--- src/rtl/elx_pkg.sv ---
`timescale 1ns / 1ps
`default_nettype none

package elx_pkg;

	localparam int KIND_W = 4;
	localparam int CHAR_W = 8;
	localparam int SPOS_W = 16;
	localparam int LEN_W  = 8;

	localparam int MAX_TOKEN_LEN_DEF = 255;
	localparam int POS_WIDTH_DEF     = 16;

	localparam int RES_MAX  = 3;
	localparam int RQ_DEPTH = 4;
	localparam int RQ_PTR_W = $clog2(RQ_DEPTH);
	localparam int RQ_CNT_W = $clog2(RQ_DEPTH + 1);

	localparam logic [KIND_W-1:0] KIND_LPAREN = 4'd0;
	localparam logic [KIND_W-1:0] KIND_RPAREN = 4'd1;
	localparam logic [KIND_W-1:0] KIND_ASSIGN = 4'd2;
	localparam logic [KIND_W-1:0] KIND_BINOP  = 4'd3;
	localparam logic [KIND_W-1:0] KIND_LET    = 4'd4;
	localparam logic [KIND_W-1:0] KIND_NULL   = 4'd5;
	localparam logic [KIND_W-1:0] KIND_IDENT  = 4'd6;
	localparam logic [KIND_W-1:0] KIND_NUMBER = 4'd7;
	localparam logic [KIND_W-1:0] KIND_EOF    = 4'd8;
	localparam logic [KIND_W-1:0] KIND_ERROR  = 4'd9;

	typedef struct packed {
		logic [KIND_W-1:0] kind;
		logic [CHAR_W-1:0] chr;
		logic [SPOS_W-1:0] spos;
		logic [LEN_W-1:0]  len;
		logic              last;
	} token_t;

endpackage

`default_nettype wire

--- src/rtl/elx_core.sv ---
`timescale 1ns / 1ps
`default_nettype none

module elx_core #(
	parameter int MAX_TOKEN_LEN = 255,
	parameter int POS_WIDTH     = 16
) (
	input  wire logic                          clk,
	input  wire logic                          arst_n,
	input  wire logic                          take,
	input  wire logic [elx_pkg::CHAR_W-1:0]    chr,
	input  wire logic                          eos,
	output elx_pkg::token_t                    res [elx_pkg::RES_MAX],
	output logic [elx_pkg::RES_MAX-1:0]        res_vld
);
	import elx_pkg::*;

	localparam logic [1:0] M_IDLE  = 2'd0;
	localparam logic [1:0] M_IDENT = 2'd1;
	localparam logic [1:0] M_NUM   = 2'd2;
	localparam logic [1:0] M_ERR   = 2'd3;

	localparam logic [2:0] PFX_NONE = 3'd0;
	localparam logic [2:0] PFX_L    = 3'd1;
	localparam logic [2:0] PFX_LE   = 3'd2;
	localparam logic [2:0] PFX_LET  = 3'd3;
	localparam logic [2:0] PFX_N    = 3'd4;
	localparam logic [2:0] PFX_NU   = 3'd5;
	localparam logic [2:0] PFX_NUL  = 3'd6;
	localparam logic [2:0] PFX_NULL = 3'd7;

	localparam logic [CHAR_W-1:0] CH_LPAR  = 8'h28;
	localparam logic [CHAR_W-1:0] CH_RPAR  = 8'h29;
	localparam logic [CHAR_W-1:0] CH_EQ    = 8'h3D;
	localparam logic [CHAR_W-1:0] CH_PLUS  = 8'h2B;
	localparam logic [CHAR_W-1:0] CH_MINUS = 8'h2D;
	localparam logic [CHAR_W-1:0] CH_STAR  = 8'h2A;
	localparam logic [CHAR_W-1:0] CH_SLASH = 8'h2F;
	localparam logic [CHAR_W-1:0] CH_SPACE = 8'h20;
	localparam logic [CHAR_W-1:0] CH_NL    = 8'h0A;
	localparam logic [CHAR_W-1:0] CH_TAB   = 8'h09;
	localparam logic [CHAR_W-1:0] CH_L     = 8'h6C;
	localparam logic [CHAR_W-1:0] CH_E     = 8'h65;
	localparam logic [CHAR_W-1:0] CH_T     = 8'h74;
	localparam logic [CHAR_W-1:0] CH_N     = 8'h6E;
	localparam logic [CHAR_W-1:0] CH_U     = 8'h75;

	localparam logic [LEN_W-1:0] LEN_MAX = LEN_W'(MAX_TOKEN_LEN);
	localparam logic [LEN_W-1:0] LEN_ONE = LEN_W'(1);

	function automatic logic [2:0] first_prefix(input logic [CHAR_W-1:0] c);
		logic [2:0] p;
		p = PFX_NONE;
		if (c == CH_L) p = PFX_L;
		else if (c == CH_N) p = PFX_N;
		return p;
	endfunction

	function automatic logic [2:0] next_prefix(input logic [2:0] p,
			input logic [CHAR_W-1:0] c);
		logic [2:0] n;
		n = PFX_NONE;
		if (p == PFX_L && c == CH_E) n = PFX_LE;
		else if (p == PFX_LE && c == CH_T) n = PFX_LET;
		else if (p == PFX_N && c == CH_U) n = PFX_NU;
		else if (p == PFX_NU && c == CH_L) n = PFX_NUL;
		else if (p == PFX_NUL && c == CH_L) n = PFX_NULL;
		return n;
	endfunction

	function automatic logic [KIND_W-1:0] run_kind(input logic [1:0] m,
			input logic [2:0] p);
		logic [KIND_W-1:0] k;
		k = KIND_NUMBER;
		if (m == M_IDENT) begin
			if (p == PFX_LET) k = KIND_LET;
			else if (p == PFX_NULL) k = KIND_NULL;
			else k = KIND_IDENT;
		end
		return k;
	endfunction

	logic [1:0]           mode_q;
	logic [POS_WIDTH-1:0] pos_q;
	logic [POS_WIDTH-1:0] start_q;
	logic [LEN_W-1:0]     len_q;
	logic [2:0]           pfx_q;

	logic [1:0]           nxt_mode;
	logic [POS_WIDTH-1:0] nxt_start;
	logic [LEN_W-1:0]     nxt_len;
	logic [2:0]           nxt_pfx;
	logic [POS_WIDTH-1:0] pos_inc;

	logic letter, digit, in_run, extend;
	logic a_v, b_v, c_v, d_v;
	logic [KIND_W-1:0] b_kind;

	assign pos_inc = pos_q + 1'b1;

	always_comb begin
		letter = (chr >= 8'h61 && chr <= 8'h7A) || (chr >= 8'h41 && chr <= 8'h5A);
		digit  = (chr >= 8'h30 && chr <= 8'h39);
		in_run = (mode_q == M_IDENT) || (mode_q == M_NUM);
		extend = (mode_q == M_IDENT && letter) || (mode_q == M_NUM && digit);
		a_v = 1'b0;
		b_v = 1'b0;
		c_v = 1'b0;
		d_v = 1'b0;
		b_kind = KIND_ERROR;
		nxt_mode  = mode_q;
		nxt_start = start_q;
		nxt_len   = len_q;
		nxt_pfx   = pfx_q;
		if (mode_q != M_ERR) begin
			if (extend) begin
				if (len_q < LEN_MAX) nxt_len = len_q + 1'b1;
				if (mode_q == M_IDENT) nxt_pfx = next_prefix(pfx_q, chr);
			end else begin
				a_v = in_run;
				nxt_mode = M_IDLE;
				unique case (chr) inside
					CH_SPACE, CH_NL, CH_TAB: begin
					end
					CH_LPAR: begin
						b_v = 1'b1;
						b_kind = KIND_LPAREN;
					end
					CH_RPAR: begin
						b_v = 1'b1;
						b_kind = KIND_RPAREN;
					end
					CH_EQ: begin
						b_v = 1'b1;
						b_kind = KIND_ASSIGN;
					end
					CH_PLUS, CH_MINUS, CH_STAR, CH_SLASH: begin
						b_v = 1'b1;
						b_kind = KIND_BINOP;
					end
					default: begin
						if (letter) begin
							nxt_mode  = M_IDENT;
							nxt_start = pos_q;
							nxt_len   = LEN_ONE;
							nxt_pfx   = first_prefix(chr);
						end else if (digit) begin
							nxt_mode  = M_NUM;
							nxt_start = pos_q;
							nxt_len   = LEN_ONE;
							nxt_pfx   = PFX_NONE;
						end else begin
							b_v = 1'b1;
							nxt_mode = M_ERR;
						end
					end
				endcase
			end
			c_v = eos && (nxt_mode == M_IDENT || nxt_mode == M_NUM);
			d_v = eos && (nxt_mode != M_ERR);
		end
	end

	// slot 0: pending run, slot 1: byte token or final run, slot 2: eof
	always_comb begin
		res[0].kind = run_kind(mode_q, pfx_q);
		res[0].chr  = '0;
		res[0].spos = SPOS_W'(start_q);
		res[0].len  = len_q;
		res[0].last = !(b_v || c_v || d_v);
		if (b_v) begin
			res[1].kind = b_kind;
			res[1].chr  = chr;
			res[1].spos = SPOS_W'(pos_q);
			res[1].len  = LEN_ONE;
		end else begin
			res[1].kind = run_kind(nxt_mode, nxt_pfx);
			res[1].chr  = '0;
			res[1].spos = SPOS_W'(nxt_start);
			res[1].len  = nxt_len;
		end
		res[1].last = !d_v;
		res[2].kind = KIND_EOF;
		res[2].chr  = '0;
		res[2].spos = SPOS_W'(pos_inc);
		res[2].len  = '0;
		res[2].last = 1'b1;
		res_vld = {d_v, b_v || c_v, a_v};
	end

	always_ff @(posedge clk or negedge arst_n) begin
		if (!arst_n) begin
			mode_q  <= M_IDLE;
			pos_q   <= '0;
			start_q <= '0;
			len_q   <= '0;
			pfx_q   <= PFX_NONE;
		end else if (take) begin
			if (eos) begin
				mode_q  <= M_IDLE;
				pos_q   <= '0;
				start_q <= '0;
				len_q   <= '0;
				pfx_q   <= PFX_NONE;
			end else begin
				mode_q  <= nxt_mode;
				pos_q   <= pos_inc;
				start_q <= nxt_start;
				len_q   <= nxt_len;
				pfx_q   <= nxt_pfx;
			end
		end
	end

endmodule

`default_nettype wire

--- src/rtl/elx_rq.sv ---
`timescale 1ns / 1ps
`default_nettype none

module elx_rq (
	input  wire logic                          clk,
	input  wire logic                          arst_n,
	input  wire logic                          wr_en,
	input  wire elx_pkg::token_t               wr_tok [elx_pkg::RES_MAX],
	input  wire logic [elx_pkg::RES_MAX-1:0]   wr_vld,
	output logic [elx_pkg::RQ_CNT_W-1:0]       space,
	output logic                               rd_valid,
	input  wire logic                          rd_ready,
	output elx_pkg::token_t                    rd_tok
);
	import elx_pkg::*;

	token_t                mem [RQ_DEPTH];
	logic [RQ_PTR_W-1:0]   wr_ptr_q;
	logic [RQ_PTR_W-1:0]   rd_ptr_q;
	logic [RQ_CNT_W-1:0]   cnt_q;
	logic [RQ_PTR_W-1:0]   off [RES_MAX];
	logic [RQ_CNT_W-1:0]   nwr;
	logic                  rd;

	always_comb begin
		off[0] = '0;
		for (int i = 1; i < RES_MAX; i++) begin
			off[i] = off[i-1] + RQ_PTR_W'(wr_vld[i-1]);
		end
		nwr = '0;
		for (int i = 0; i < RES_MAX; i++) begin
			nwr = nwr + RQ_CNT_W'(wr_vld[i]);
		end
	end

	assign rd       = rd_valid && rd_ready;
	assign rd_valid = (cnt_q != '0);
	assign rd_tok   = mem[rd_ptr_q];
	assign space    = RQ_CNT_W'(RQ_DEPTH) - cnt_q;

	always_ff @(posedge clk) begin
		for (int i = 0; i < RES_MAX; i++) begin
			if (wr_en && wr_vld[i]) mem[wr_ptr_q + off[i]] <= wr_tok[i];
		end
	end

	always_ff @(posedge clk or negedge arst_n) begin
		if (!arst_n) begin
			wr_ptr_q <= '0;
			rd_ptr_q <= '0;
			cnt_q    <= '0;
		end else begin
			if (wr_en) wr_ptr_q <= wr_ptr_q + RQ_PTR_W'(nwr);
			if (rd) rd_ptr_q <= rd_ptr_q + 1'b1;
			cnt_q <= cnt_q + (wr_en ? nwr : '0) - RQ_CNT_W'(rd);
		end
	end

endmodule

`default_nettype wire

--- src/rtl/expression_lexer_top.sv ---
`timescale 1ns / 1ps
`default_nettype none

// channel | signals                                  | dir
// in      | in_valid/in_ready, char_byte, end_of_source | sink
// out     | out_valid/out_ready, token_kind, token_char,  | source
//         | start_pos, token_len, last_of_run            |
// One byte per cycle while the queue has room: input register, combinational decode, 4-entry result queue.
// A byte is decoded when the queue has room for all of its results (up to 3).
// At the earliest, results show once the byte has passed the input register and been written to the queue.
// Reset clears the scan state and empties the queue; the next byte is offset 0.
// A stalled output only blocks input once the queue cannot take the next byte.

module expression_lexer_top #(
	parameter int MAX_TOKEN_LEN = elx_pkg::MAX_TOKEN_LEN_DEF,
	parameter int POS_WIDTH     = elx_pkg::POS_WIDTH_DEF
) (
	input  wire logic                        clk,
	input  wire logic                        arst_n,
	input  wire logic                        in_valid,
	output logic                             in_ready,
	input  wire logic [elx_pkg::CHAR_W-1:0]  char_byte,
	input  wire logic                        end_of_source,
	output logic                             out_valid,
	input  wire logic                        out_ready,
	output logic [elx_pkg::KIND_W-1:0]       token_kind,
	output logic [elx_pkg::CHAR_W-1:0]       token_char,
	output logic [elx_pkg::SPOS_W-1:0]       start_pos,
	output logic [elx_pkg::LEN_W-1:0]        token_len,
	output logic                             last_of_run
);
	import elx_pkg::*;

	logic              vld_s1;
	logic [CHAR_W-1:0] chr_s1;
	logic              eos_s1;
	logic              commit;
	token_t            res [RES_MAX];
	logic [RES_MAX-1:0] res_vld;
	logic [RQ_CNT_W-1:0] space;
	logic [RQ_CNT_W-1:0] need;
	token_t            head;

	always_comb begin
		need = '0;
		for (int i = 0; i < RES_MAX; i++) begin
			need = need + RQ_CNT_W'(res_vld[i]);
		end
	end

	assign commit   = vld_s1 && (need <= space);
	assign in_ready = !vld_s1 || commit;

	always_ff @(posedge clk or negedge arst_n) begin
		if (!arst_n) begin
			vld_s1 <= 1'b0;
		end else if (in_ready) begin
			vld_s1 <= in_valid;
		end
	end

	always_ff @(posedge clk) begin
		if (in_ready && in_valid) begin
			chr_s1 <= char_byte;
			eos_s1 <= end_of_source;
		end
	end

	elx_core #(
		.MAX_TOKEN_LEN(MAX_TOKEN_LEN),
		.POS_WIDTH(POS_WIDTH)
	) u_core (
		.clk(clk),
		.arst_n(arst_n),
		.take(commit),
		.chr(chr_s1),
		.eos(eos_s1),
		.res(res),
		.res_vld(res_vld)
	);

	elx_rq u_rq (
		.clk(clk),
		.arst_n(arst_n),
		.wr_en(commit),
		.wr_tok(res),
		.wr_vld(res_vld),
		.space(space),
		.rd_valid(out_valid),
		.rd_ready(out_ready),
		.rd_tok(head)
	);

	assign token_kind  = head.kind;
	assign token_char  = head.chr;
	assign start_pos   = head.spos;
	assign token_len   = head.len;
	assign last_of_run = head.last;

endmodule

`default_nettype wire

--- config.mk ---
export PLATFORM = sky130hd
export DESIGN_NAME = expression_lexer_top
export DESIGN_NICKNAME = d
export VERILOG_FILES = /design/src/rtl/elx_pkg.sv /design/src/rtl/elx_core.sv /design/src/rtl/elx_rq.sv /design/src/rtl/expression_lexer_top.sv
export SDC_FILE = /design/constraint.sdc
export NUM_CORES = 1
export LEC_CHECK = 0
export BUFFER_PORTS_ARGS = -buffer_cell sky130_fd_sc_hd__buf_4
export CAP_MARGIN = 20
export CORE_UTILIZATION = 42
export DETAILED_ROUTE_END_ITERATION = 8
export GPL_TIMING_DRIVEN = 0
export SETUP_SLACK_MARGIN = 0.3
export SYNTH_ARGS = -nofsm -noshare
export SYNTH_HDL_FRONTEND = slang
export SYNTH_SLANG_ARGS = --single-unit
--- constraint.sdc ---
create_clock -name clk -period 6.6 [get_ports clk]
set_input_delay 0.66 -clock clk [delete_from_list [all_inputs] [get_ports clk]]
set_output_delay 0.66 -clock clk [all_outputs]
set_load 0.01 [all_outputs]
==> metrics <==
Worst R2R Path Depth 29; fin crit share 0.937; Distinct cells, synth between 80 and 90; Tmin final 6180 ps; Crit path required time between 7000 and 8000 ps; status finished clean; area delta synth->final 15.6%; Syn Nets 1,326; sequential area share after synthesis 0.427; Leak 0.00538 uW; IO Port Bufs 51; simple-gate area share of the yosys netlist 0.192; Max Fclk 162 MHz; Setup crit end kind flip-flop; Synth area leaders edfxtp_1, dfxtp_1, dfrtp_1; Critical R2R Capture u_rq.cnt_q[2]; Initial Utilization 0.432; fraction of registers with async set/reset 0.252; worst relative slew slack 0.301; crit path to u_rq.cnt_q[2]; vias in the first global route 10,500; peak supply drop 317 uV; DRT Wirelength 43,000 um; DIE AREA 29,700 um2; DRT antenna net count 0; GRT overflow 0; ys flop type dfxtp_1; Post-Syn Area ~12,000 um2; post-route cell area 14,100 um2; RSZ-0062 raised after global routing yes; CTS HTree Levels 1; largest net degree at the start of global routing 54; Pre-antenna DRT Iters 8; most frequent cells in the layout nand2_1, nor2_1, nand3_1, dfxtp_1, edfxtp_1; Synth Instances 1,295; RR Startpoint u_core.mode_q[1]; most common cell after layout, fill and taps aside nand2_1; final setup fails 0; Synth top area share 0.180; CP Class reg2reg; Slew @ Worst Pin 1050 ps; slowest CP cell fa_1; crit-path max cell delay between 400 and 500 ps; first-pass GRT wire length 63,600 um; Synth area leader edfxtp_1; Post-synth EDFFs between 70 and 80; GPL Wtd Cong 0.929; routed wire length per instance 24.2 um; Core ar. 28,200 um2; number of vias per cell roughly 6.2; Pwr Density 650 nW/um2; cell mode on critical path ha_1; Synth Area in XOR/XNOR 0.0158; Slew Limit Fails 0; overall via count from detail_route 11,100; mux contribution to synthesized area 0.108; Synth Area in Compound Gates 0.182; CP Launch Point u_core.mode_q[1]; synthesized flop and latch total 210; Die Span Y roughly 170 um; row count 61; GRT Util Overall 0.289; clock latency on the worst-skew pair 530 ps; crit-path max FO 10; diodes inserted 0; initial antenna violation count 0; CTS Sinks 210; Num CTS Buffers 25; Worst Hold Class in2async; Chip Width approximately 170 um; clk buf depth 3; clk_skew 15.0 ps; R2R setup slack roughly 420 ps; Fin. Hold Viols 0; post-place instance area between 10,000 and 15,000 um2; Synth Warn # 0; CP startpoint kind flip-flop; main combinational cell family by area after synthesis simple AND/OR/NAND/NOR gates; Synth Area per Inst 9.40 um2; TritonCTS clock tree built; Layout Nets 1,415; max-cap violation count 0; IO Count 52; Synth Area in Adders 0.0204; hold slack 184 ps; Clk Tree Root Cell clkbuf_16; DRC Markers 0; Detail Placement HPWL 30,200 um; Pwr Total between 9000 and 10,000 uW; layout cells sized above 1 0.178; Worst Path Arrival 6620 ps; Iter 0 DRT Violations around 1,400; clock slew at reported path FFs 70 ps
[what timing repair did]
| item | in CTS | in global routing |
|---|---|---|
| hold buffers | 0 | 0 |
| pin swaps | 4 | 2 |
| resized for setup | 35 | 33 |
| buffers inserted | 3 | 2 |
| cloned | 0 | 4 |
| setup endpoints to repair | 251 | 177 |
[routing by layer]
metal  GRT usage  wire, um
met1       0.402     18100
met2       0.442     19100
met3      0.0710      4510
met4      0.0881      1210
met5           0         0
[synth_stat cells, types with 16 or more instances]
| cell | n |
|---|---|
| a22oi_1 | 16 |
| clkbuf_1 | 72 |
| and3_1 | 16 |
| nand2_1 | 173 |
| inv_1 | 24 |
| dfxtp_1 | 84 |
| mux2i_1 | 30 |
| nor2_1 | 110 |
| o21ai_0 | 53 |
| buf_2 | 31 |
| o22ai_1 | 22 |
| a31oi_1 | 41 |
| mux4_2 | 37 |
| edfxtp_1 | 73 |
| a211oi_1 | 39 |
| dfrtp_1 | 53 |
| a21oi_1 | 67 |
| nand3_1 | 92 |
[where the power goes]
group / internal (uW) / switching, uW / leakage [uW]
combinational: 2020 / 3520 / 0.00290
sequential: 2060 / 237 / 0.00212
clock: 751 / 566 / 0.000367
[cells by family (layout without fill, tap and decap cells)]
family | after synthesis | after routing
xor gates and xnor gates | 22 | 22
and+or+nand+nor | 491 | 495
DFF | 210 | 210
muxes | 83 | 83
buffers and inverters | 150 | 253
adders and majority gates | 18 | 18
AOI/OAI and AO/OA | 321 | 321
[how the worst min path moves through the flow]
stage / slack (ps) / to / startpoint
floorplan: 360 / u_core.len_q[0] / arst_n
global route: 240 / u_core.len_q[5] / arst_n
global placement: 450 / u_rq.mem[0][25] / u_rq.mem[0][25]
finish: 180 / u_core.pfx_q[0] / arst_n
detailed placement: 460 / u_rq.mem[2][26] / u_rq.mem[2][26]
CTS: 240 / u_core.pfx_q[0] / arst_n
[layout make-up]
class	count	area [um2]
Fill cell	2659	14100
Multi-Input combinational cell	939	6460
Sequential cell	210	5200
Clock buffer	37	721
Buffer	126	619
Tap cell	378	473
Timing Repair Buffer	58	463
Inverter	24	90.1
Clock inverter	8	43.8
[flip-flops by register name (all words and copies together), names as in the netlist]
name / flops
u_rq.wr_ptr_q: 2
u_rq.mem: 148
u_rq.cnt_q: 3
u_core.mode_q: 2
chr_s1: 8
u_core.pos_q: 16
u_core.len_q: 8
eos_s1: 1
u_core.start_q: 16
u_core.pfx_q: 3
vld_s1: 1
u_rq.rd_ptr_q: 2
[worst max-delay path: cells and delay by family, from the launching register on]
kind	cells	cell delay [ps]
and+or+nand+nor	7	900
xor gates and xnor gates	2	330
DFF	1	420
adders and majority gates	6	1750
AOI/OAI and AO/OA	4	580
buffers and inverters	10	2120
[stage by stage]
stage | cells | worst slack (ps) | utilization | TNS, ps
after floorplan | 1295 | 642 | - | 0
after global placement | 1724 | -992 | 0.462 | -101620
after detailed placement | 1726 | -1080 | 0.464 | -115630
after CTS | 1774 | 390 | 0.496 | 0
after global routing | 1780 | 118 | 0.500 | 0
final | 1780 | 418 | 0.500 | 0
Note: power is estimated with default switching activity, not from simulation.
